`config.mk`:
```
export PLATFORM = sky130hd
export DESIGN_NAME = rgb_to_hsv_converter_top
export DESIGN_NICKNAME = d
export VERILOG_FILES = /design/src/rtl/core/rhsv_pkg.sv /design/src/rtl/core/rhsv_front.sv /design/src/rtl/core/rhsv_div_cell.sv /design/src/rtl/core/rhsv_out_skid.sv /design/src/rtl/core/rgb_to_hsv_converter_top.sv
export SDC_FILE = /design/constraint.sdc
export NUM_CORES = 2
export LEC_CHECK = 0
export ABC_AREA = 1
export BUFFER_PORTS_ARGS = -buffer_cell sky130_fd_sc_hd__buf_2
export CORE_ASPECT_RATIO = 0.9
export CORE_MARGIN = 2
export CORE_UTILIZATION = 60
export DETAILED_ROUTE_END_ITERATION = 6
export PLACE_DENSITY = 0.76
export RECOVER_POWER = 25
export SYNTH_ARGS = -nofsm -noshare
export SYNTH_HDL_FRONTEND = slang
export SYNTH_SLANG_ARGS = --single-unit
```
`constraint.sdc`:
```
create_clock -name i_clk -period 39.6 [get_ports i_clk]
set_input_delay 1.98 -clock i_clk [delete_from_list [all_inputs] [get_ports i_clk]]
set_output_delay 1.98 -clock i_clk [all_outputs]
set_load 0.02 [all_outputs]
```
`src/rtl/core/rhsv_pkg.sv`:
```
// Shared types, widths and constants for the RGB to HSV converter.
// No dependencies; every other file in rtl/core imports this package.
`timescale 1ns / 1ps

package rhsv_pkg;

    localparam int CHAN_W = 8;
    localparam int QUO_W  = 15;
    localparam int NUM_W  = CHAN_W + QUO_W;
    localparam int HUE_W  = 15;
    localparam int PCT_W  = 13;

    localparam logic [NUM_W-1:0]  HUE_FULL_TURN = NUM_W'(23040);
    localparam logic [NUM_W-1:0]  HUE_SIXTH     = NUM_W'(3840);
    localparam logic [NUM_W-1:0]  PCT_FULL      = NUM_W'(6400);
    localparam logic [QUO_W-1:0]  HUE_WRAP      = QUO_W'(23040);
    // Whole part of 6400 / 255; the remainder of that division is also 25.
    localparam logic [PCT_W-1:0]  VAL_STEP      = PCT_W'(6400 / 255);

    // One division lane: the partial remainder, the divisor, and a shift
    // register holding the unused numerator bits above the quotient bits.
    typedef struct packed {
        logic [CHAN_W-1:0] rem;
        logic [CHAN_W-1:0] den;
        logic [QUO_W-1:0]  acc;
    } t_lane;

    // The value field is finished in the front stage and only carried along.
    typedef struct packed {
        t_lane            hue;
        t_lane            sat;
        logic [PCT_W-1:0] val;
    } t_word;

endpackage

```
`src/rtl/core/rhsv_front.sv`:
```
// Front stage: maximum, minimum and range of the pixel, the dividends and
// divisors loaded into the division chain, and the finished value. Uses rhsv_pkg.
`timescale 1ns / 1ps

module rhsv_front
    import rhsv_pkg::*;
(
    input  logic              i_clk,
    input  logic              i_rst_n,
    input  logic              i_en,
    input  logic              i_valid,
    input  logic [CHAN_W-1:0] i_red,
    input  logic [CHAN_W-1:0] i_green,
    input  logic [CHAN_W-1:0] i_blue,
    output logic              o_valid,
    output t_word             o_word
);

    logic [CHAN_W-1:0] w_hi;
    logic [CHAN_W-1:0] w_lo;
    logic [CHAN_W-1:0] w_span;
    logic [NUM_W-1:0]  w_hue_num;
    logic [NUM_W-1:0]  w_sat_num;
    logic [PCT_W-1:0]  w_val;
    logic [CHAN_W-1:0] w_hue_den;
    logic [CHAN_W-1:0] w_sat_den;
    t_word             n_word;
    logic              r_valid;
    t_word             r_word;

    function automatic t_lane load_lane(input logic [NUM_W-1:0] num,
                                        input logic [CHAN_W-1:0] den);
        t_lane l;
        l.rem = num[NUM_W-1:QUO_W];
        l.den = den;
        l.acc = num[QUO_W-1:0];
        return l;
    endfunction

    always_comb begin
        logic [CHAN_W-1:0] m;
        logic [NUM_W-1:0]  r_x;
        logic [NUM_W-1:0]  g_x;
        logic [NUM_W-1:0]  b_x;
        logic [NUM_W-1:0]  s_x;
        logic [PCT_W-1:0]  v_x;
        m    = (i_red > i_green) ? i_red : i_green;
        w_hi = (m > i_blue) ? m : i_blue;
        m    = (i_red < i_green) ? i_red : i_green;
        w_lo = (m < i_blue) ? m : i_blue;
        w_span = w_hi - w_lo;

        r_x = NUM_W'(i_red);
        g_x = NUM_W'(i_green);
        b_x = NUM_W'(i_blue);
        s_x = NUM_W'(w_span);

        // The sums are taken modulo 2^NUM_W; the true value is always
        // non-negative and fits, so the wrap-around cancels.
        if (w_hi == i_red) begin
            w_hue_num = HUE_FULL_TURN * s_x + HUE_SIXTH * g_x - HUE_SIXTH * b_x;
        end else if (w_hi == i_green) begin
            w_hue_num = (HUE_SIXTH << 1) * s_x + HUE_SIXTH * b_x - HUE_SIXTH * r_x;
        end else begin
            w_hue_num = (HUE_SIXTH << 2) * s_x + HUE_SIXTH * r_x - HUE_SIXTH * g_x;
        end
        w_hue_den = w_span;
        w_sat_num = PCT_FULL * s_x;
        w_sat_den = w_hi;

        // Since 6400 = 25 * 255 + 25, the value is 25 * hi plus the floor of
        // 25 * hi / 255, and that small quotient is exact with two shifts.
        v_x   = VAL_STEP * PCT_W'(w_hi);
        w_val = v_x + ((v_x + (v_x >> 8) + PCT_W'(1)) >> 8);

        // A zero divisor is replaced by one over a zero dividend, which
        // gives the required zero quotient.
        if (w_span == '0) begin
            w_hue_num = '0;
            w_hue_den = CHAN_W'(1);
        end
        if (w_hi == '0) begin
            w_sat_num = '0;
            w_sat_den = CHAN_W'(1);
        end

        n_word.hue = load_lane(w_hue_num, w_hue_den);
        n_word.sat = load_lane(w_sat_num, w_sat_den);
        n_word.val = w_val;
    end

    always_ff @(posedge i_clk) begin
        if (!i_rst_n) begin
            r_valid <= 1'b0;
        end else if (i_en) begin
            r_valid <= i_valid;
        end
    end

    always_ff @(posedge i_clk) begin
        if (i_en) begin
            r_word <= n_word;
        end
    end

    assign o_valid = r_valid;
    assign o_word  = r_word;

endmodule

```
`src/rtl/core/rhsv_div_cell.sv`:
```
// One cell of the division chain: a single restoring step on the hue and
// saturation lanes, one quotient bit per lane; the value is passed on. Uses rhsv_pkg.
`timescale 1ns / 1ps

module rhsv_div_cell
    import rhsv_pkg::*;
(
    input  logic  i_clk,
    input  logic  i_rst_n,
    input  logic  i_en,
    input  logic  i_valid,
    input  t_word i_word,
    output logic  o_valid,
    output t_word o_word
);

    t_word n_word;
    logic  r_valid;
    t_word r_word;

    function automatic t_lane step(input t_lane l);
        t_lane             s;
        logic [CHAN_W:0]   trial;
        logic              ge;
        trial = {l.rem, l.acc[QUO_W-1]};
        ge    = (trial >= {1'b0, l.den});
        s.den = l.den;
        // The remainder stays below the divisor, so it fits in CHAN_W bits.
        s.rem = ge ? CHAN_W'(trial - {1'b0, l.den}) : trial[CHAN_W-1:0];
        s.acc = {l.acc[QUO_W-2:0], ge};
        return s;
    endfunction

    always_comb begin
        n_word.hue = step(i_word.hue);
        n_word.sat = step(i_word.sat);
        n_word.val = i_word.val;
    end

    always_ff @(posedge i_clk) begin
        if (!i_rst_n) begin
            r_valid <= 1'b0;
        end else if (i_en) begin
            r_valid <= i_valid;
        end
    end

    always_ff @(posedge i_clk) begin
        if (i_en) begin
            r_word <= n_word;
        end
    end

    assign o_valid = r_valid;
    assign o_word  = r_word;

endmodule

```
`src/rtl/core/rhsv_out_skid.sv`:
```
// Output stage: hue wrap-around, output register and skid register.
// Uses rhsv_pkg; fed by the last cell of the division chain.
`timescale 1ns / 1ps

module rhsv_out_skid
    import rhsv_pkg::*;
(
    input  logic             i_clk,
    input  logic             i_rst_n,
    input  logic             i_valid,
    input  t_word            i_word,
    output logic             o_en,
    output logic             o_valid,
    input  logic             i_ready,
    output logic [HUE_W-1:0] o_hue,
    output logic [PCT_W-1:0] o_sat,
    output logic [PCT_W-1:0] o_val
);

    logic [HUE_W-1:0] w_hue;
    logic             w_in_fire;
    logic             w_out_free;
    logic             r_out_valid;
    logic [HUE_W-1:0] r_out_hue;
    logic [PCT_W-1:0] r_out_sat;
    logic [PCT_W-1:0] r_out_val;
    logic             r_skid_valid;
    logic [HUE_W-1:0] r_skid_hue;
    logic [PCT_W-1:0] r_skid_sat;
    logic [PCT_W-1:0] r_skid_val;

    assign w_hue = (i_word.hue.acc >= HUE_WRAP) ? HUE_W'(i_word.hue.acc - HUE_WRAP)
                                                : HUE_W'(i_word.hue.acc);

    // The chain only stops once the skid register is occupied.
    assign o_en       = !r_skid_valid;
    assign w_in_fire  = i_valid && o_en;
    assign w_out_free = !r_out_valid || i_ready;

    always_ff @(posedge i_clk) begin
        if (!i_rst_n) begin
            r_out_valid  <= 1'b0;
            r_skid_valid <= 1'b0;
        end else begin
            if (w_out_free) begin
                r_out_valid  <= r_skid_valid || w_in_fire;
                r_skid_valid <= 1'b0;
            end else if (w_in_fire) begin
                r_skid_valid <= 1'b1;
            end
        end
    end

    always_ff @(posedge i_clk) begin
        if (w_out_free) begin
            if (r_skid_valid) begin
                r_out_hue <= r_skid_hue;
                r_out_sat <= r_skid_sat;
                r_out_val <= r_skid_val;
            end else begin
                r_out_hue <= w_hue;
                r_out_sat <= i_word.sat.acc[PCT_W-1:0];
                r_out_val <= i_word.val;
            end
        end
        if (!w_out_free && w_in_fire) begin
            r_skid_hue <= w_hue;
            r_skid_sat <= i_word.sat.acc[PCT_W-1:0];
            r_skid_val <= i_word.val;
        end
    end

    assign o_valid = r_out_valid;
    assign o_hue   = r_out_hue;
    assign o_sat   = r_out_sat;
    assign o_val   = r_out_val;

endmodule

```
`src/rtl/core/rgb_to_hsv_converter_top.sv`:
```
// Top level of the RGB to HSV converter: front stage, a chain of fifteen
// division cells and the output skid stage. Uses rhsv_pkg and all rhsv_ modules.
//
//  Port group   Direction  Handshake                  Payload
//  pixel in     input      i_in_valid / o_in_ready    i_red, i_green, i_blue
//  result out   output     o_out_valid / i_out_ready  o_hue, o_saturation, o_brightness
//
// One word is accepted per clock while o_in_ready is high; a word passes the
// front stage, one cell per quotient bit, then the output register.
// Reset clears every valid flag; payload registers are not reset.
// A stall on the output lets one more word into the skid register; o_in_ready
// falls in the cycle the skid register fills, and the chain halts with it.
`timescale 1ns / 1ps

module rgb_to_hsv_converter_top
    import rhsv_pkg::*;
(
    input  logic              i_clk,
    input  logic              i_rst_n,
    input  logic              i_in_valid,
    output logic              o_in_ready,
    input  logic [CHAN_W-1:0] i_red,
    input  logic [CHAN_W-1:0] i_green,
    input  logic [CHAN_W-1:0] i_blue,
    output logic              o_out_valid,
    input  logic              i_out_ready,
    output logic [HUE_W-1:0]  o_hue,
    output logic [PCT_W-1:0]  o_saturation,
    output logic [PCT_W-1:0]  o_brightness
);

    logic  w_en;
    logic  w_valid [0:QUO_W];
    t_word w_word  [0:QUO_W];

    rhsv_front u_front (
        .i_clk   (i_clk),
        .i_rst_n (i_rst_n),
        .i_en    (w_en),
        .i_valid (i_in_valid),
        .i_red   (i_red),
        .i_green (i_green),
        .i_blue  (i_blue),
        .o_valid (w_valid[0]),
        .o_word  (w_word[0])
    );

    for (genvar k = 0; k < QUO_W; k++) begin : g_cell
        rhsv_div_cell u_cell (
            .i_clk   (i_clk),
            .i_rst_n (i_rst_n),
            .i_en    (w_en),
            .i_valid (w_valid[k]),
            .i_word  (w_word[k]),
            .o_valid (w_valid[k+1]),
            .o_word  (w_word[k+1])
        );
    end

    rhsv_out_skid u_out (
        .i_clk   (i_clk),
        .i_rst_n (i_rst_n),
        .i_valid (w_valid[QUO_W]),
        .i_word  (w_word[QUO_W]),
        .o_en    (w_en),
        .o_valid (o_out_valid),
        .i_ready (i_out_ready),
        .o_hue   (o_hue),
        .o_sat   (o_saturation),
        .o_val   (o_brightness)
    );

    assign o_in_ready = w_en;

endmodule
```
== Word-level counts from Yosys, hierarchy flattened ==
Cells that the tools add are included.
Cells by class
  $lt $le $gt $ge: 35
  equal/unequal tests: 2
  mux-type cells: 38
  bitwise logic cells: 1
  $add $sub $neg: 39
  reduce and logical (&&, ||, !) cells: 10
  $mul: 8
Operator list (count)
  $ge 9x8->1: 29
  $mux 8: 32
  $sub 8x8->8: 29
  $sub 23x20->23: 3
  $mul 4x8->12 const A: 5
  $mux 23: 2
  $mux 15: 2
  $add 13x5->13: 2
  $mul 5x8->13 const A: 2
  $mux 13: 2
  $add 22x20->23: 1
  $add 23x20->23: 1
  $add 21x20->22: 1
  $eq 8x8->1: 2
  $gt 8x8->1: 2
  $logic_not 8->1: 2
  $lt 8x8->1: 2
  $ge 15x15->1 const B: 1
  $sub 15x15->15 const B: 1
  $mul 6x8->14 const A: 1
  $add 13x1->13 const B: 1
  $ge 7x8->1: 1
  $logic_not 1->1: 3
  $logic_and 1x1->1: 2
  3 further kinds: 4
Word-level totals
  input bits: 28
  word-level logic and storage cells: 266
  register bits: 1264
  output and inout bits: 43

== Longest topological paths before layout ==
  depth in word-level cells: 10
  depth in mapped cells: 64
  mapped depth without buffers: 63

== Modules after synthesis ==
From an unflattened synthesis, not the netlist that was laid out.
Unflattened totals
  cells, all modules: 6360
  area total of the unflattened synthesis: 68264.2 µm²
Modules (own cells, without submodules)
  rhsv_div_cell at g_cell[0].u_cell ...: area an instance 3497.1 µm², seq. area each 2272.2 µm², cells an instance 298, instances 11
  rhsv_div_cell at g_cell[4].u_cell ...: area an instance 3452.1 µm², seq. area each 2272.2 µm², cells an instance 298, instances 4
  rhsv_front: area an instance 12678.4 µm², seq. area each 1731.7 µm², cells an instance 1613, instances 1
  rhsv_out_skid: area an instance 3309.4 µm², seq. area each 2502.4 µm², cells an instance 277, instances 1

== Worst setup path before layout ==
Ideal clock, no wire load.
  path kind: flip-flop to output port
  start point: register u_out.r_skid_valid
  end point: output o_in_ready
  cell stages (with the launch flop): 4
  path slack: 11.078 ns
  data required time: 37.620 ns
  buffers on the path: 2
  arrival: 26.542 ns
  cell sequence: dfxtp_1 -> clkbuf_1 -> inv_2 -> clkbuf_1
Between the ends
  cells in the longest elaborated chain, start to end: 1
Ends and longest elaborated chain
  start, declared: RTL line rhsv_out_skid.sv:27  | logic r_skid_valid;
  start signal, assigned: RTL line rhsv_out_skid.sv:43  | r_skid_valid <= 1'b0;
  start signal, assigned: RTL line rhsv_out_skid.sv:47  | r_skid_valid <= 1'b0;
  start signal, assigned: RTL line rhsv_out_skid.sv:49  | r_skid_valid <= 1'b1;
  $logic_not 1->1: RTL line rhsv_out_skid.sv:36  | assign o_en = !r_skid_valid;
  end, declared: RTL line rgb_to_hsv_converter_top.sv:21  | output logic o_in_ready,
Every way passes these cells.

== Worst setup path in the final report ==
  start point: input i_green[5]
  end point: register u_front.r_word (netlist bit u_front.o_word[74]) (data pin)
Between the ends
  cells in the longest elaborated chain, start to end: 10
  elaborated cells between the ends (all ways): 24
  those cells by class: add/sub (7); mul (4); order compare (4); eq/ne (2); mux (6); reduce/logical (1)
Ends and longest elaborated chain
  start, declared: RTL line rgb_to_hsv_converter_top.sv:23  | input logic [CHAN_W-1:0] i_green,
  $gt 8x8->1: RTL line rhsv_front.sv:47  | m = (i_red > i_green) ? i_red : i_green;
  $mux 8 *: RTL line rhsv_front.sv:47
  $gt 8x8->1: RTL line rhsv_front.sv:48  | w_hi = (m > i_blue) ? m : i_blue;
  $mux 8 *: RTL line rhsv_front.sv:48
  net u_front.w_hi[1]: RTL line rhsv_front.sv:19  | logic [CHAN_W-1:0] w_hi;
  $sub 8x8->8 *: RTL line rhsv_front.sv:51  | w_span = w_hi - w_lo;
  net u_front.w_span[6]: RTL line rhsv_front.sv:21  | logic [CHAN_W-1:0] w_span;
  $mul 4x8->12: RTL line rhsv_front.sv:63, rhsv_front.sv:65
  $add 22x20->23 / $add 21x20->22 (equally long branches): RTL line rhsv_front.sv:65, rhsv_front.sv:63
  $sub 23x20->23 (on tied branches): RTL line rhsv_front.sv:65, rhsv_front.sv:63
  $mux 23: RTL line rhsv_front.sv:62  | end else if (w_hi == i_green) begin
  $mux 23: RTL line rhsv_front.sv:60  | if (w_hi == i_red) begin
  end signal, assigned: RTL line rhsv_front.sv:102  | r_word <= n_word;
  end, declared: RTL line rhsv_front.sv:29  | t_word r_word;
The timed path passes the listed nets; every way through them passes the cells marked *.
A chain may end at the register's enable or synchronous reset.

==> results.sh <==
export IMPL_run_status="finished clean"
export IMPL_synth_seq_area_share_pct=58.0
export IMPL_area_delta_synth_final_pct=9.45
export IMPL_endpoint_kind="flop"
export IMPL_fmax_ghz=0.0873
export IMPL_synth_seq_cells=1053
export IMPL_ys_flop_type="sky130_fd_sc_hd__edfxtp_1"
export IMPL_cts_root_to_sink_buffers=3
export IMPL_class_of_the_most_critical_hold_timing_path="reg2reg"
export IMPL_synth_edf_count=1035
export IMPL_critPathArrivalTime_ps=12000
export IMPL_vias_per_cell=5.38
export IMPL_drtAntennaViolNets=0
export IMPL_critPathSlowestCell="sky130_fd_sc_hd__a21oi_2"
export IMPL_floorplan_io_pins=71
export IMPL_grt_pass1_wl_mm=158
export IMPL_initial_core_utilization_pct=60.5
export IMPL_yosys_warnings=0
export IMPL_synth_cell_area_um2=54200
export IMPL_routed_wl_met2_mm=47.4
export IMPL_global_route_overflow_total=0
export IMPL_worstSetupPathType="in2reg"
export IMPL_worst_slew_pin_transition_ps=1260
export IMPL_setup_viol=0
export IMPL_router_iterations_before_antenna_repair=5
export IMPL_unrepaired_setup_endpoints_after_global_routing="no"
export IMPL_clock_root_buffer="sky130_fd_sc_hd__clkbuf_16"
export IMPL_gpl_final_weighted_congestion=0.911
export IMPL_grt_util_all_layers_pct=21.2
export IMPL_setup_tns_ps=0
export IMPL_antenna_diode_count=0
export IMPL_synth_compound_area_share_pct=7.27
export IMPL_initial_antenna_violation_count=2
export IMPL_clk_transition_reported_paths_ps=60
export IMPL_core_region_area_um2=89500
export IMPL_setup_bufs_post_cts=0
export IMPL_worst_path_most_repeated_cell="sky130_fd_sc_hd__nand2_1"
export IMPL_number_of_buffers_added_by_the_clock_tree_synthesis_step=101
export IMPL_fillerInstances=6482
export IMPL_clkLatencyLatePin_ps=700
export IMPL_crit_required_ps=40150
export IMPL_postSynthCellCount=4684
export IMPL_syn_num_nets=5300
export IMPL_buffer_ports_inserted=70
export IMPL_drt_wirelength_per_cell_um=16.0
export IMPL_multi_input_logic_area_um2=19800
export IMPL_timing_critical_path_fanout_max=20
export IMPL_maximum_number_of_pins_on_one_net_before_global_route_repair=213
export IMPL_layout_worst_path_cycle_share_pct=28.9
export IMPL_remaining_drc_errors=0
export IMPL_cap_viol_max_count=0
export IMPL_met3_wl_mm=3.92
export IMPL_via_count_of_the_first_global_routing_pass=32300
export IMPL_synth_top_family_by_area="adder cells"
export IMPL_cp_start_kind="input pin"
export IMPL_post_synth_and_or_nand_nor_area_fraction_pct=9.99
export IMPL_fin_nets=5437
export IMPL_placementRows=104
export IMPL_timing_max_slew_rel_slack_pct=15.3
export IMPL_die_height_um=289
export IMPL_muxShareOfSynthArea_pct=0
export IMPL_cts_hold_buffers=0
export IMPL_sequential_cell_area_um2=31400
export IMPL_ys_types=52
export IMPL_syn_area_per_cell_um2=11.6
export IMPL_h_tree_depth=3
export IMPL_synth_async_reset_ratio_pct=0
export IMPL_chip_width_um=321
export IMPL_via_count=32700
export IMPL_clock_tree_from_tritoncts="yes"
export IMPL_post_route_min_period_ps=11460
export IMPL_dp_final_hpwl_mm=69.8
export IMPL_worst_clock_skew_ps=65.6
export IMPL_slew_violations=0
export IMPL_die_area_um2=92700
export IMPL_post_cts_resized=0
export IMPL_route_layer_met1_wl_mm=42.7
export IMPL_drive_gt1_share_pct=6.42
export IMPL_drt_first_iter_violations=2132
export IMPL_cts_sink_count=1053
export IMPL_cpPeakStageDelay_ps=850
export IMPL_area_share_of_fa_ha_maj_cells_after_synthesis_pct=15.2
export IMPL_hold_violations=0
export IMPL_routed_top_layer="met5"
export IMPL_routed_wirelength_mm=97.0
export IMPL_yosys_area_share_xor_xnor_pct=4.04
-- cells in the mapped netlist, types with 2 or more instances --
library cell	n	area [µm²]
sky130_fd_sc_hd__or2_2	13	81.3
sky130_fd_sc_hd__a221oi_1	2	17.5
sky130_fd_sc_hd__buf_4	2	15.0
sky130_fd_sc_hd__nand2_4	4	45.0
sky130_fd_sc_hd__a311oi_1	4	35.0
sky130_fd_sc_hd__o21bai_1	20	150
sky130_fd_sc_hd__dfxtp_1	18	360
sky130_fd_sc_hd__nor4_1	9	56.3
sky130_fd_sc_hd__nand2_1	612	2300
sky130_fd_sc_hd__nand3_2	4	40.0
sky130_fd_sc_hd__fa_1	118	2360
sky130_fd_sc_hd__and2_1	4	25.0
sky130_fd_sc_hd__o21ai_1	15	75.1
sky130_fd_sc_hd__inv_1	713	2680
sky130_fd_sc_hd__nor3_1	43	215
sky130_fd_sc_hd__a211oi_1	18	135
sky130_fd_sc_hd__o21ai_4	2	32.5
sky130_fd_sc_hd__inv_2	10	37.5
sky130_fd_sc_hd__o21ai_0	225	1130
sky130_fd_sc_hd__xor2_1	184	1610
sky130_fd_sc_hd__o211ai_1	18	135
sky130_fd_sc_hd__xnor2_1	66	578
sky130_fd_sc_hd__nand2_2	15	93.8
sky130_fd_sc_hd__nand3b_1	5	37.5
sky130_fd_sc_hd__a21oi_1	333	1670
sky130_fd_sc_hd__a21o_1	13	97.6
sky130_fd_sc_hd__clkbuf_1	44	165
sky130_fd_sc_hd__a31oi_1	17	106
sky130_fd_sc_hd__nor2_2	3	18.8
sky130_fd_sc_hd__o22ai_1	9	56.3
sky130_fd_sc_hd__nor2_1	437	1640
sky130_fd_sc_hd__nor2_4	4	45.0
sky130_fd_sc_hd__nand3_1	107	536
sky130_fd_sc_hd__edfxtp_1	1035	31100
sky130_fd_sc_hd__buf_6	4	45.0
sky130_fd_sc_hd__o31ai_1	17	128
sky130_fd_sc_hd__ha_1	470	5880
sky130_fd_sc_hd__a211o_1	2	17.5
sky130_fd_sc_hd__o21ai_2	11	96.3
sky130_fd_sc_hd__nand4_1	42	263
-- metal layers --
metal,track usage [%],vias up
li1,-,16300
met1,27.9,15500
met2,36.7,693
met3,2.68,189
met4,7.31,4
met5,0,-
-- worst max-delay path: cells and delay by family --
| kind | cells | cell delay, ps |
|---|---|---|
| buf+inv | 8 | 1020 |
| xor+xnor | 1 | 110 |
| simple gates | 19 | 2660 |
| fa+ha+maj | 9 | 3680 |
| compound gates | 13 | 2510 |
-- cell usage in the layout (no fill, tap or decap), types with 11 or more instances in the layout --
cell type	n
sky130_fd_sc_hd__edfxtp_1	1035
sky130_fd_sc_hd__inv_1	713
sky130_fd_sc_hd__nand2_1	611
sky130_fd_sc_hd__ha_1	470
sky130_fd_sc_hd__nor2_1	437
sky130_fd_sc_hd__a21oi_1	333
sky130_fd_sc_hd__o21ai_0	225
sky130_fd_sc_hd__xor2_1	184
sky130_fd_sc_hd__fa_1	118
sky130_fd_sc_hd__nand3_1	107
sky130_fd_sc_hd__clkbuf_16	101
sky130_fd_sc_hd__buf_2	70
sky130_fd_sc_hd__xnor2_1	66
sky130_fd_sc_hd__nand4_1	42
sky130_fd_sc_hd__nor3_1	42
sky130_fd_sc_hd__clkinv_2	21
sky130_fd_sc_hd__clkbuf_1	21
sky130_fd_sc_hd__o21bai_1	20
sky130_fd_sc_hd__a211oi_1	18
sky130_fd_sc_hd__o211ai_1	18
sky130_fd_sc_hd__a31oi_1	17
sky130_fd_sc_hd__o31ai_1	17
sky130_fd_sc_hd__dfxtp_1	17
sky130_fd_sc_hd__nand2_2	16
sky130_fd_sc_hd__o21ai_1	15
sky130_fd_sc_hd__buf_4	15
sky130_fd_sc_hd__a21o_1	13
sky130_fd_sc_hd__or2_2	13
sky130_fd_sc_hd__clkinv_1	13
sky130_fd_sc_hd__o21ai_2	11
sky130_fd_sc_hd__bufinv_16	11
-- path summary, 6_finish.rpt --
path              slack, ps                      endpoint                    startpoint  cells past startpoint
setup / recovery      28140            u_front.o_word[74]                    i_green[5]                     50
hold / removal          380  g_cell[11].u_cell.o_word[15]  g_cell[10].u_cell.o_word[14]                      0
setup reg to reg      31840            u_front.o_word[31]            u_out.r_skid_valid                      9
hold reg to reg         380  g_cell[11].u_cell.o_word[15]  g_cell[10].u_cell.o_word[14]                      0
-- final cells by class --
| class | instances | area share (%) |
|---|---|---|
| Clock buffer | 126 | 4.49 |
| Clock inverter | 63 | 1.26 |
| Inverter | 724 | 4.60 |
| Multi-Input combinational cell | 2855 | 33.4 |
| Sequential cell | 1053 | 53.0 |
| Tap cell | 1166 | 2.46 |
| Timing Repair Buffer | 86 | 0.814 |
-- logic make-up (layout without fill, tap and decap cells) --
logic type / after synthesis / count (layout)
XOR/XNOR: 250 / 250
flip-flops: 1053 / 1053
AO/OA/AOI/OAI: 713 / 713
buffers and inverters: 776 / 999
AND/OR/NAND/NOR: 1304 / 1304
adder cells (fa/ha/maj): 588 / 588
-- flip-flops by register name, indices dropped and copies added, names as in the netlist --
| register | flops |
|---|---|
| u_out.r_skid_valid | 1 |
| u_out.r_skid_val | 13 |
| g_cell.u_cell.o_valid | 15 |
| g_cell.u_cell.o_word | 896 |
| u_out.o_valid | 1 |
| u_out.r_skid_sat | 13 |
| u_front.o_valid | 1 |
| u_out.r_skid_hue | 15 |
| u_front.o_word | 57 |
| u_out.o_hue | 15 |
| u_out.o_sat | 13 |
| u_out.o_val | 13 |
-- per-stage QoR --
step	instances	hold WS [ps]	utilization, %	worst slack (ps)	area, µm²
6_report	6073	384	66.3	28140	59300
5_1_grt	6073	381	66.3	27210	59300
4_1_cts	6073	372	66.3	28170	59300
3_5_place_dp	5884	405	62.4	27500	55900
3_3_place_gp	5884	400	62.4	27800	55900
2_1_floorplan	4684	400	-	11080	54200
Power is left out: the tool's default activity adds up to more than one toggle a clock period on the data nets, which glitch-free logic cannot reach.
